<file path="src/rtl/mlt_ram.sv">
module mlt_ram #(
    parameter int WIDTH = 8,
    parameter int DEPTH = 16
) (
    input  logic                     i_clk,
    input  logic                     i_wr_en,
    input  logic [$clog2(DEPTH)-1:0] i_wr_addr,
    input  logic [WIDTH-1:0]         i_wr_data,
    input  logic [$clog2(DEPTH)-1:0] i_rd_addr,
    output logic [WIDTH-1:0]         o_rd_data
);

    logic [WIDTH-1:0] r_mem [DEPTH];
    logic [WIDTH-1:0] r_rd_data;

    always_ff @(posedge i_clk) begin
        if (i_wr_en) begin
            r_mem[i_wr_addr] <= i_wr_data;
        end
        r_rd_data <= r_mem[i_rd_addr];
    end

    assign o_rd_data = r_rd_data;

endmodule

</file>
<file path="config.mk">
export PLATFORM = sky130hd
export DESIGN_NAME = mlt_ram
export DESIGN_NICKNAME = d
export VERILOG_FILES = /design/src/rtl/mlt_ram.sv
export SDC_FILE = /design/constraint.sdc
export NUM_CORES = 1
export LEC_CHECK = 0
export BUFFER_PORTS_ARGS = -buffer_cell sky130_fd_sc_hd__buf_2
export CAP_MARGIN = 20
export CELL_PAD_IN_SITES_DETAIL_PLACEMENT = 1
export CELL_PAD_IN_SITES_GLOBAL_PLACEMENT = 2
export CORE_MARGIN = 8
export CORE_UTILIZATION = 48
export DETAILED_ROUTE_END_ITERATION = 8
export PLACE_DENSITY_LB_ADDON = 0.1
export SLEW_MARGIN = 20
export SYNTH_ARGS = -nofsm -noshare
export SYNTH_HDL_FRONTEND = slang
export SYNTH_SLANG_ARGS = --single-unit
</file>
<file path="constraint.sdc">
create_clock -name i_clk -period 2.42 [get_ports i_clk]
set_clock_uncertainty 0.2 [all_clocks]
set_input_delay 0.363 -clock i_clk [delete_from_list [all_inputs] [get_ports i_clk]]
set_output_delay 0.363 -clock i_clk [all_outputs]
set_load 0.01 [all_outputs]
</file>
# After elaboration in Yosys (flattened, before gate mapping)
# Memories as Yosys holds them, arrays and structs flattened. A register that Yosys moved wholly into a read port is not among the register bits.
# Cells that the tools add are included.
[totals]
ff_bits = 0
out_inout_bits = 8
memories = 1
elab_cells = 3
ramBits = 128
in_bits = 18
[mem_list]
columns = ["memory", "depth", "width", "read_ports", "rd_clocked_by_memory_dff", "write_ports", "line", "rtl"]
rows = [
  ["r_mem", 16, 8, 1, 1, 1, "13", "logic [WIDTH-1:0] r_mem [DEPTH];"],
]
[classes]
n_mux = 2
[ops]
columns = ["cell", "n"]
rows = [
  ["1-bit two-way mux", 2],
]

# Depth between registers and ports, before layout
[depth]
ltp_word = 2
depth_mapped = 5
mapped_depth_nobuf = 3

# Worst setup path before layout
# Ideal clock, no wire load.
[synth_path]
path_type = "input port to flip-flop"
startpoint = "input port i_wr_addr[2]"
endpoint = "memory r_mem[0][0], enable pin"
path_slack_ns = 0.364
n_path_buf = 0
cell_stages = 2
required_ns = 1.837
setup_ns = 0.383
arrival_ns = 1.473
path_cell_list = "or3b_2 > nor3_1"
[synth_lines]
columns = ["element", "line", "rtl"]
rows = [
  ["start, declared", "7", "input logic [$clog2(DEPTH)-1:0] i_wr_addr,"],
  ["end, declared", "13", ""],
]
# No word-level cell before the write port.

# Worst setup path in the final report
[layout_path]
startpoint = "register r_rd_data[7] (netlist: o_rd_data[7]) (read register of r_mem)"
endpoint = "output port o_rd_data[7]"
[layout_lines]
columns = ["element", "line", "rtl"]
rows = [
  ["start, declared", "14", "logic [WIDTH-1:0] r_rd_data;"],
  ["end, declared", "10", "output logic [WIDTH-1:0] o_rd_data"],
]
# No word-level cell between the ends.

==> results.md <==
- Die footprint: 0.01429 sq mm
- First-pass GRT wire length: 16510 um
- Max Cap Viol: 0
- Area Growth Syn to Fin: 18.52%
- Post-synthesis cell count: 229
- Crit end category: output port
- Worst-Margin Slew: 739.5 ps
- Fmax: 0.6146 GHz
- GRT Overall Usage: 16.15%
- Via count: 2442
- Skew-Pair Late Insertion Delay: 520 ps
- CTS clk-pin slew, worst paths: 60 ps
- Clock Tree Buf Depth: 2
- Post-Synthesis Net Count: 247
- PwrDens: 882.9 mW/mm^2
- Port buffer count: 25
- Clock root buffer: clkbuf_8
- Delay-heaviest family, CP: flip-flops
- Final Total Pwr: 5.387 mW
- Core Area: 0.01065 sq mm
- CTS tree: yes
- Post-DP HPWL: 6616 um
- Final hold vios: 0
- WP data arrival: 1060 ps
- Placed Instances: 403
- Post-Syn Area: 0.005147 sq mm
- Initial core utilization: 48.33%
- Post-CTS Resized: 0
- Pre-antenna DRT Iters: 4
- Antenna Nets Post-Route: 0
- Synthesized area per cell: 22.48 sq um
- DRT iter0 DRCs: 131
- Worst Slack Setup Final: 792.9 ps
- FFs w/ async S/R, synth: 0%
- Wire length per cell: 24.47 um
- Cell with the most instances after synthesis: edfxtp_1
- RSZ-0062 raised after global routing: no
- Layout Utilization: 57.28%
- CP max stage delay: 380 ps
- Leakage power: 2.069 nW
- Peak VDD IR: 0.0003800 V
- WP buf/inv: 1
- CTS Sinks: 136
- Setup TNS: 0 ps
- Crit-path cells: buf_2
- # Post-CTS Setup Buffers: 0
- Worst Path Required: 1860 ps
- Nets: 300
- Ys Warns: 0
- Max-slew headroom: 50.52%
- Seq/Total Area, Yosys: 77.78%
- Fill cell count: 925
- Die H: 119.6 um
- Hold WC Path Type: input pin to flip-flop
- Final setup vio count: 0
- Initial antenna violation count: 1
- Top cell type by total area after synthesis: edfxtp_1
- Final cell count without fillers: 434
- Run status: complete, no violations
- Routed WL: 10620 um
- Kind of critical path: flip-flop to output port
- Die X: 119.6 um
- #FFs+latches synth: 136
- Largest net degree at the start of global routing: 33
- Worst setup slack after placement: 334.9 ps
- Placer congestion estimate: 0.6974
- Yosys top cell area share: 74.67%
- Synth top cells by count: 128 x edfxtp_1, 18 x mux4_2, 16 x a22oi_1, 14 x mux4_1, 13 x nor2_1
- Minimum clock period: 1627 ps
- CTS Hold Buffers Added: 0
- Vias in the first global route: 2694
- Ports: 26
- Tcrit/Tclk final: 67.24%
- DRC viols: 0
- # H-tree levels: 4
- Cell Rows: 38
- Yosys cell types: 19
- DR vias/cell: 5.627
- CP max FO: 1
- Grt ovf: 0
- Critical path's slowest cell: dfxtp_1
- Most area-consuming cells after synthesis: edfxtp_1 75%, mux4_2 7.9%, mux4_1 7.1%
- Pins Over Slew Limit: 0
- Num CTS Buffers: 17
- Share of layout cells above drive strength 1: 30.95%
- Main synth FF type: edfxtp_1
- N_diodes: 0
- Post-synth EDFFs: 128
- CP Launch Type: flip-flop
## kinds of logic after synthesis
kind of cell    count (synthesis)  share of synthesized area, %
buf+inv                        10                         1.677
mux                            32                         15.02
flops                         136                         77.78
compound gates                 16                         2.334
simple gates                   35                         3.184
## final timing paths
kind                           endpoint  cells past startpoint                   from  slack [ps]
setup / recovery           o_rd_data[7]                      1   o_rd_data[7]$_DFF_P_         790
hold / removal    r_mem[1][4]$_DFFE_PP_                      1           i_wr_data[4]          40
setup reg to reg   o_rd_data[1]$_DFF_P_                      3  r_mem[9][1]$_DFFE_PP_         820
hold reg to reg    o_rd_data[2]$_DFF_P_                      3  r_mem[5][2]$_DFFE_PP_         490
## layer usage
layer / part of all wire [%] / global-route usage (%) / up-vias
met3: 4.9 / 5.073 / 15
met5: 0.11 / 0 / -
met4: 1.7 / 6.870 / 2
li1: - / - / 1087
met1: 44 / 20.32 / 1270
met2: 49 / 25.50 / 68
## worst reg2reg max path: cells and delay by family, from the launching register on
kind,cells,cell delay [ps]
AO/OA/AOI/OAI,1,300
flip-flops,1,380
multiplexers,1,530
AND/OR/NAND/NOR,1,80
## power by group
| part | switching [mW] | leakage, nW | internal, mW |
|---|---|---|---|
| sequential | 0.0172 | 1.22 | 2.63 |
| combinational | 0.143 | 0.581 | 0.106 |
| clock | 0.938 | 0.265 | 1.55 |
## state kept, by name (all words and copies together), names as in the netlist
| signal | cells |
|---|---|
| o_rd_data | 8 |
| r_mem | 128 |
## metrics by stage
| stage | hold slack [ps] | cell area, sq um |
|---|---|---|
| 4_1_cts | 7.480 | 6101 |
| 2_1_floorplan | 261.9 | 5147 |
| 5_1_grt | 28.44 | 6101 |
| 3_5_place_dp | 469.8 | 5529 |
| 3_3_place_gp | 451.0 | 5529 |
| 6_report | 35.39 | 6101 |
## layout make-up
class / instances / area, sq um / area share, %
Clock buffer: 17 / 414.1 / 6.788
Tap cell: 140 / 175.2 / 2.871
Clock inverter: 14 / 157.7 / 2.584
Sequential cell: 136 / 4004 / 65.63
Timing Repair Buffer: 44 / 292.8 / 4.799
Multi-Input combinational cell: 83 / 1057 / 17.33
## placed cells by master (no fill, tap or decap), types with 2 or more instances in the layout
cell        Yosys  routed
nor2_1         13      13
clkinv_2        0       2
nand2_1         9       9
nor3_1          4       4
mux4_2         18      18
buf_12          0       2
buf_4           1      17
buf_2           3      25
bufinv_16       0       3
mux4_1         14      14
a22oi_1        16      16
dfxtp_1         8       8
edfxtp_1      128     128
nand2b_1        2       2
clkbuf_16       0      16
nand3b_1        2       2
clkinv_1        0       3
clkinvlp_4      0       5
(Power assumes the default switching activity.)
