<file path="config.mk">
export PLATFORM = sky130hd
export DESIGN_NAME = mlt_seq
export DESIGN_NICKNAME = d
export VERILOG_FILES = /design/src/rtl/mlt_pkg.sv /design/src/rtl/mlt_seq.sv
export SDC_FILE = /design/constraint.sdc
export NUM_CORES = 1
export LEC_CHECK = 0
export ABC_AREA = 1
export BUFFER_PORTS_ARGS = -buffer_cell sky130_fd_sc_hd__clkbuf_2
export CAP_MARGIN = 40
export CORE_MARGIN = 2
export CORE_UTILIZATION = 36
export DETAILED_ROUTE_END_ITERATION = 10
export HOLD_SLACK_MARGIN = 0.03
export MAX_ROUTING_LAYER = met4
export PLACE_DENSITY_LB_ADDON = 0.15
export SETUP_SLACK_MARGIN = 0.4
export SLEW_MARGIN = 20
export SYNTH_ARGS = -nofsm -noshare
export SYNTH_HDL_FRONTEND = slang
export SYNTH_SLANG_ARGS = --single-unit
</file>
<file path="constraint.sdc">
create_clock -name i_clk -period 8.6 [get_ports i_clk]
set_input_delay 0.86 -clock i_clk [delete_from_list [all_inputs] [get_ports i_clk]]
set_output_delay 0.86 -clock i_clk [all_outputs]
set_load 0.01 [all_outputs]
</file>
<file path="src/rtl/mlt_pkg.sv">
package mlt_pkg;

    localparam int TABLE_DEPTH = 1024;
    localparam int IDX_W       = $clog2(TABLE_DEPTH);
    localparam int CNT_W       = IDX_W + 1;
    localparam int ADDR_W      = 48;
    localparam int PORT_W      = 4;
    localparam logic [ADDR_W-1:0] BCAST_ADDR = {ADDR_W{1'b1}};

    typedef enum logic [1:0] {
        OP_LEARN  = 2'd0,
        OP_LOOKUP = 2'd1,
        OP_FLUSH  = 2'd2,
        OP_NONE   = 2'd3
    } t_op;

    typedef enum logic [2:0] {
        EV_KNOWN   = 3'd0,
        EV_MOVED   = 3'd1,
        EV_LEARNED = 3'd2,
        EV_FULL    = 3'd3,
        EV_HIT     = 3'd4,
        EV_MISS    = 3'd5,
        EV_BCAST   = 3'd6,
        EV_FLUSHED = 3'd7
    } t_event;

    typedef enum logic [2:0] {
        S_IDLE,
        S_RD,
        S_CMP,
        S_LAST_RD,
        S_LAST_WR,
        S_DONE
    } t_state;

    typedef struct packed {
        logic [IDX_W-1:0]  rd_addr;
        logic [IDX_W-1:0]  wr_addr;
        logic              wr_mac_en;
        logic              wr_port_en;
        logic [ADDR_W-1:0] wr_mac;
        logic [PORT_W-1:0] wr_port;
    } t_ram_ctl;

    typedef struct packed {
        t_event            event_res;
        logic [PORT_W-1:0] port_out;
        logic              flood;
        logic [PORT_W-1:0] prev_port;
        logic [CNT_W-1:0]  entry_count;
        logic [CNT_W-1:0]  removed;
    } t_result;

endpackage

</file>
<file path="src/rtl/mlt_seq.sv">
module mlt_seq
    import mlt_pkg::*;
(
    input  logic              i_clk,
    input  logic              i_rst_n,
    input  logic              i_in_valid,
    output logic              o_in_stall,
    input  logic [1:0]        i_op,
    input  logic [ADDR_W-1:0] i_mac_addr,
    input  logic [PORT_W-1:0] i_port_in,
    input  logic [ADDR_W-1:0] i_rd_mac,
    input  logic [PORT_W-1:0] i_rd_port,
    output t_ram_ctl          o_ram,
    output logic              o_done,
    input  logic              i_taken,
    output t_result           o_result
);

    t_state            r_state, n_state;
    t_op               r_op, n_op;
    logic [ADDR_W-1:0] r_mac, n_mac;
    logic [PORT_W-1:0] r_port, n_port;
    logic [CNT_W-1:0]  r_idx, n_idx;
    logic [CNT_W-1:0]  r_count, n_count;
    logic [CNT_W-1:0]  r_removed, n_removed;
    t_event            r_ev, n_ev;
    logic [PORT_W-1:0] r_pout, n_pout;
    logic              r_flood, n_flood;
    logic [PORT_W-1:0] r_prev, n_prev;
    logic [CNT_W-1:0]  last_idx;

    assign last_idx = r_count - CNT_W'(1);

    always_ff @(posedge i_clk) begin
        if (!i_rst_n) begin
            r_state <= S_IDLE;
            r_count <= '0;
        end else begin
            r_state <= n_state;
            r_count <= n_count;
        end
        r_op      <= n_op;
        r_mac     <= n_mac;
        r_port    <= n_port;
        r_idx     <= n_idx;
        r_removed <= n_removed;
        r_ev      <= n_ev;
        r_pout    <= n_pout;
        r_flood   <= n_flood;
        r_prev    <= n_prev;
    end

    always_comb begin
        n_state   = r_state;
        n_op      = r_op;
        n_mac     = r_mac;
        n_port    = r_port;
        n_idx     = r_idx;
        n_count   = r_count;
        n_removed = r_removed;
        n_ev      = r_ev;
        n_pout    = r_pout;
        n_flood   = r_flood;
        n_prev    = r_prev;
        o_ram.rd_addr    = r_idx[IDX_W-1:0];
        o_ram.wr_addr    = r_idx[IDX_W-1:0];
        o_ram.wr_mac_en  = 1'b0;
        o_ram.wr_port_en = 1'b0;
        o_ram.wr_mac     = r_mac;
        o_ram.wr_port    = r_port;
        o_in_stall       = (r_state != S_IDLE);
        o_done           = 1'b0;
        case (r_state)
            S_IDLE: begin
                if (i_in_valid) begin
                    n_op      = t_op'(i_op);
                    n_mac     = i_mac_addr;
                    n_port    = i_port_in;
                    n_idx     = '0;
                    n_removed = '0;
                    n_pout    = '0;
                    n_flood   = 1'b0;
                    n_prev    = '0;
                    if (t_op'(i_op) == OP_LOOKUP && i_mac_addr == BCAST_ADDR) begin
                        n_ev    = EV_BCAST;
                        n_flood = 1'b1;
                        n_state = S_DONE;
                    end else if (t_op'(i_op) != OP_NONE) begin
                        n_state = S_RD;
                    end
                end
            end
            S_RD: begin
                if (r_idx >= r_count) begin
                    n_state = S_DONE;
                    case (r_op)
                        OP_LEARN: begin
                            if (r_count < CNT_W'(TABLE_DEPTH)) begin
                                o_ram.wr_addr    = r_count[IDX_W-1:0];
                                o_ram.wr_mac_en  = 1'b1;
                                o_ram.wr_port_en = 1'b1;
                                n_count          = r_count + CNT_W'(1);
                                n_ev             = EV_LEARNED;
                            end else begin
                                n_ev = EV_FULL;
                            end
                        end
                        OP_LOOKUP: begin
                            n_ev    = EV_MISS;
                            n_flood = 1'b1;
                        end
                        default: begin
                            n_ev = EV_FLUSHED;
                        end
                    endcase
                end else begin
                    n_state = S_CMP;
                end
            end
            S_CMP: begin
                if (r_op == OP_FLUSH) begin
                    if (i_rd_port == r_port) begin
                        n_state = S_LAST_RD;
                    end else begin
                        n_idx   = r_idx + CNT_W'(1);
                        n_state = S_RD;
                    end
                end else if (i_rd_mac == r_mac) begin
                    n_state = S_DONE;
                    if (r_op == OP_LOOKUP) begin
                        n_ev   = EV_HIT;
                        n_pout = i_rd_port;
                    end else if (i_rd_port != r_port) begin
                        o_ram.wr_port_en = 1'b1;
                        n_ev             = EV_MOVED;
                        n_prev           = i_rd_port;
                    end else begin
                        n_ev = EV_KNOWN;
                    end
                end else begin
                    n_idx   = r_idx + CNT_W'(1);
                    n_state = S_RD;
                end
            end
            S_LAST_RD: begin
                o_ram.rd_addr = last_idx[IDX_W-1:0];
                n_state       = S_LAST_WR;
            end
            S_LAST_WR: begin
                o_ram.wr_mac_en  = 1'b1;
                o_ram.wr_port_en = 1'b1;
                o_ram.wr_mac     = i_rd_mac;
                o_ram.wr_port    = i_rd_port;
                n_count          = last_idx;
                n_removed        = r_removed + CNT_W'(1);
                n_state          = S_RD;
            end
            S_DONE: begin
                o_done = 1'b1;
                if (i_taken) begin
                    n_state = S_IDLE;
                end
            end
            default: begin
                n_state = S_IDLE;
            end
        endcase
    end

    assign o_result.event_res   = r_ev;
    assign o_result.port_out    = r_pout;
    assign o_result.flood       = r_flood;
    assign o_result.prev_port   = r_prev;
    assign o_result.entry_count = r_count;
    assign o_result.removed     = r_removed;

endmodule

</file>
======== Word level (Yosys, flattened, before mapping) ========
Index checks and enable logic that the tools add are counted.
word-level totals
  flip-flop bits (word level) ............. 102
cells by class
  multiplexer cells ....................... 57
  add/subtract/negate cells ............... 4
  equal/unequal tests ..................... 28
  reduce and logical (&&, ||, !) cells .... 18
  order comparisons ....................... 2
operator list
  operator                                                               number
  11-bit two-way mux                                                     7
  11-bit one-hot mux with 2 select lines                                 3
  52-bit two-way mux                                                     1
  48-bit == test                                                         1
  48-bit == test (second input constant)                                 1
  3-bit two-way mux                                                      13
  12-bit two-way mux                                                     3
  11-bit by 1-bit adder with 11-bit output (second input constant)       3
  4-bit two-way mux                                                      8
  2-bit inequality test (second input constant)                          12
  10-bit two-way mux                                                     2
  3-bit one-hot mux with 6 select lines                                  1
  4-bit one-hot mux with 2 select lines                                  2
  4-bit AND reduction                                                    3
  6-bit AND reduction                                                    2
  11-bit greater-or-equal comparator                                     1
  11-bit less-than comparator (second input constant)                    1
  1-bit two-way mux                                                      11
  11-bit by 1-bit subtractor with 11-bit output (second input constant)  1
  3-bit inequality test (second input constant)                          3
  3-bit one-hot mux with 3 select lines                                  1
  2-bit nonzero test                                                     4
  3-bit by 2-bit == test with 1-bit output (second input constant)       2
  3-bit == test (second input constant)                                  2
  17 further kinds                                                       21

======== Longest topological paths before layout ========
  word-level depth ........................ 6
  gate-level depth with buffers ........... 15
  mapped depth without buffers ............ 15

======== Least setup slack after synthesis ========
Ideal clock, no wire load.
  path type ............................... input port to flip-flop
  start point ............................. in i_in_valid
  end point ............................... reg r_removed[0] (enable)
  cell stages on the path ................. 4
  path buffers ............................ 0
  setup slack ............................. 4686 ps
  library setup time ...................... 341 ps
  arrival ................................. 3572 ps
  path through ............................ inv_1 -> nor2_1 -> nor2_1 -> inv_1
between the ends
  cells in the longest elaborated chain, start to end .. 2
RTL lines
  item                             line           text
  start, declared                  mlt_seq.sv:6   input logic i_in_valid,
  2-bit inequality test (no line)  --
  2-bit AND reduction (no line)    --
  end signal, assigned             mlt_seq.sv:46  r_removed <= n_removed;
  end, declared                    mlt_seq.sv:25  logic [CNT_W-1:0] r_removed, n_removed;
Every way passes these cells.
A chain may end at the register's enable or synchronous reset.

==> flow_summary.yaml <==
outcome:
  status: "complete, no violations"
layout:
  syn2layout_area_growth_pct: 25.5
  drive_gt1_share_pct: 23.6
  n_antenna_cell: 0
  fillers: 1819
  nNetsFinal: 1211
routing:
  vias: 6143
  drt_drc_violations_left: 0
  dr.pass1.iters: 5
  routed_wl_mm: 19.0
  drt_iter0_drc: 433
  ant_nets: 0
  wl_per_cell_um: 14.4
  via_per_inst: 4.65
power_and_ir_drop:
  peakVddDrop_uv: 100
  power_per_cell_area_mw_per_mm2: 227
  p_leak_uw: 0.00391
  power.total_uw: 1860
sta:
  hold_viol: 0
  fin_skew_ns: 0.00895
  hold-worst-slack_ns: 0.483
  fin_tns_setup_ns: 0
  worst_pin_slew_ns: 0.794
  drv_slew: 0
  post-route-min-period_ns: 3.94
  setup_violations: 0
  worst_slack_ns: 4.66
  rsz0062_at_grt: "false"
  fin_crit_sh_pct: 45.8
  timing.slew.headroom_pct: 46.9
  fmax_mhz: 254
grt:
  grt_first_pass_wirelength_mm: 29.9
  grt_pass1_vias: 5715
  grt_max_degree: 88
  overflow: 0
  antenna_found_initial: 0
  grt_usage_pct: 20.1
critical_path:
  cpPeakStageDelay_ns: 0.50
  r2r_end: "r_count[9]"
  worstSetupStartpointType: "flip-flop"
  crit_slowest_cell: "nand2_1"
  reg2reg_depth: 14
  crit_top_cell: "nand2_1"
  worst-endpoint-required_ns: 7.74
  crit_type: "reg2out"
  r2r-start: "r_count[6]"
  reg2reg_slack_ns: 6.09
  cp-startpoint: "r_count[6]"
  crit_end: "o_ram[58]"
  worstPathMaxFanout: 21
  worstSetupEndpointType: "primary output"
  critPathBufInv: 3
  arrival_ns: 3.08
  critPathTopFamily: "simple AND/OR/NAND/NOR gates"
  worstPathCellList: "inv_1 -> ha_1 -> nand2_1 -> nor2_1 -> nand2_1 -> inv_1 -> nand2_1 -> nand2_1 -> nor2_1 -> nor2_1 -> nand2_1 -> o21ai_1 -> clkbuf_2"
  path_depth: 13
flow_run:
  cap_violations: 0
clocking:
  cts_resized: 0
  cts_tree: "yes"
  clock_latency_ns: 0.35
  postCtsHoldBufs: 0
  clockBufferDepth: 2
  cts_buffers: 9
  htree_levels: 3
  cts-root-buf: "clkbuf_16"
  cts_num_sinks: 102
  clkTransAtPathRegs_ns: 0.07
  cts_setup_buffers: 0
yosys:
  synth_nets: 998
  seq_area_frac_synth_pct: 44.8
  synth-seq-cells: 102
  synth_edf_count: 88
  avgSynthCellArea_um2: 7.48
  synth_cells: 873
  ys_warn_count: 0
  synth_area_mm2: 0.00653
  ys_types: 39
  synthArstFlopShare_pct: 0
  ys.flop_type: "edfxtp_1"
die:
  dieArea_mm2: 0.0192
  ios: 220
  dieWidth_um: 139
  rows: 49
  die_h_um: 139
  start_util_pct: 36.5
  core-area_mm2: 0.0179
placed_design:
  globalplace.congestion: 0.923
  hpwlAfterDp_mm: 14.8
  io_buffers: 219
  dp_slack_ns: 5.09
worst_hold_path:
  min_path_cells: 2
  hp-class: "reg2reg"
-- routing by layer --
metal  vias up  wire length, µm  GRT usage (%)
li1       3247                -              -
met2       171             8730           31.1
met5         -                0              -
met3        17              901           2.87
met4         0              284           5.21
met1      2708             9050           28.0
-- sequential cells by signal, indices dropped and copies added (netlist names), 4 cells and up --
register	count
r_mac	48
r_count	11
r_idx	11
r_removed	11
r_port	4
r_pout	4
r_prev	4
-- area by class of cell --
cell class	count	area, µm²	area share (%)
inverters	106	400	4.89
clock inverters	6	90.1	1.10
clock buffers	10	239	2.92
well taps	229	287	3.50
multi-input cells	643	3090	37.7
flip-flops and latches	102	2920	35.7
repair buffers	224	1170	14.2
-- cells by family (layout without fill, tap and decap cells) --
kind of cell,after synthesis,in the layout,share of synthesized area (%)
AND/OR/NAND/NOR,469,469,29.1
buffers and inverters,128,346,8.03
AO/OA/AOI/OAI,118,118,9.77
flip-flops,102,102,44.8
XOR/XNOR,41,41,5.50
adder cells (fa/ha/maj),15,15,2.87
-- worst min-delay path by stage --
stage                     start          end  slack, ns
global route        r_count[10]  r_count[10]       0.53
floorplan           r_count[10]  r_count[10]       0.50
finish              r_count[10]  r_count[10]       0.48
global placement    r_count[10]  r_count[10]       0.47
detailed placement  r_count[10]  r_count[10]       0.47
CTS                 r_count[10]  r_count[10]       0.48
-- cell usage after synthesis, types with 3 or more instances --
cell type  instances  area, µm²
xnor2_1           27        236
nor3_1            11       55.1
nor2_1            93        349
dfxtp_1           14        280
nand2_1          316       1190
a21oi_1           28        140
xor2_1            14        123
inv_2              5       18.8
edfxtp_1          88       2640
o21ai_2            4       35.0
clkbuf_1           3       11.3
ha_1              15        188
o21ai_0           65        325
o21ai_1           11       55.1
nor4_1             4       25.0
nand4_1           16        100
inv_1             99        372
nand3_1           20        100
buf_2             14       70.1
-- stage by stage --
step | util (%) | cell area, µm² | cells
5_1_grt | 45.8 | 8190 | 1320
3_5_place_dp | 43.8 | 7840 | 1303
6_report | 45.8 | 8190 | 1320
3_3_place_gp | 43.7 | 7820 | 1302
4_1_cts | 45.6 | 8170 | 1319
2_1_floorplan | - | 6530 | 873
-- cell usage in the layout (no fill, tap or decap), types with 2 or more instances in the layout --
cell / count
inv_6: 2
nor3_1: 11
bufinv_16: 2
xor2_1: 14
nand4_1: 16
buf_4: 3
o21ai_0: 65
clkinv_1: 2
nor2_1: 92
nor2_4: 2
ha_1: 15
edfxtp_1: 88
nor3b_1: 2
clkbuf_2: 219
inv_1: 99
dfxtp_1: 14
nor4_1: 4
o21ai_1: 11
xnor2_1: 27
nand3_1: 20
inv_2: 5
o211ai_1: 2
nand2_1: 316
a21oi_1: 28
clkbuf_16: 9
o31ai_1: 2
o21a_1: 2
o21ai_2: 4
-- power by group --
group / internal, µW / total (µW) / switching (µW)
clock: 265 / 462 / 197
combinational: 245 / 678 / 433
sequential: 658 / 723 / 65.5
total: 1170 / 1860 / 696
-- worst register-to-register path: cells and delay by family, from the launching register on --
| family | cells | cell delay [ns] |
|---|---|---|
| DFF | 1 | 0.44 |
| and+or+nand+nor | 9 | 1.06 |
| buffers and inverters | 3 | 0.37 |
| AOI/OAI and AO/OA | 1 | 0.17 |
| adders and majority gates | 1 | 0.36 |
Note: power is estimated with default switching activity, not from simulation.
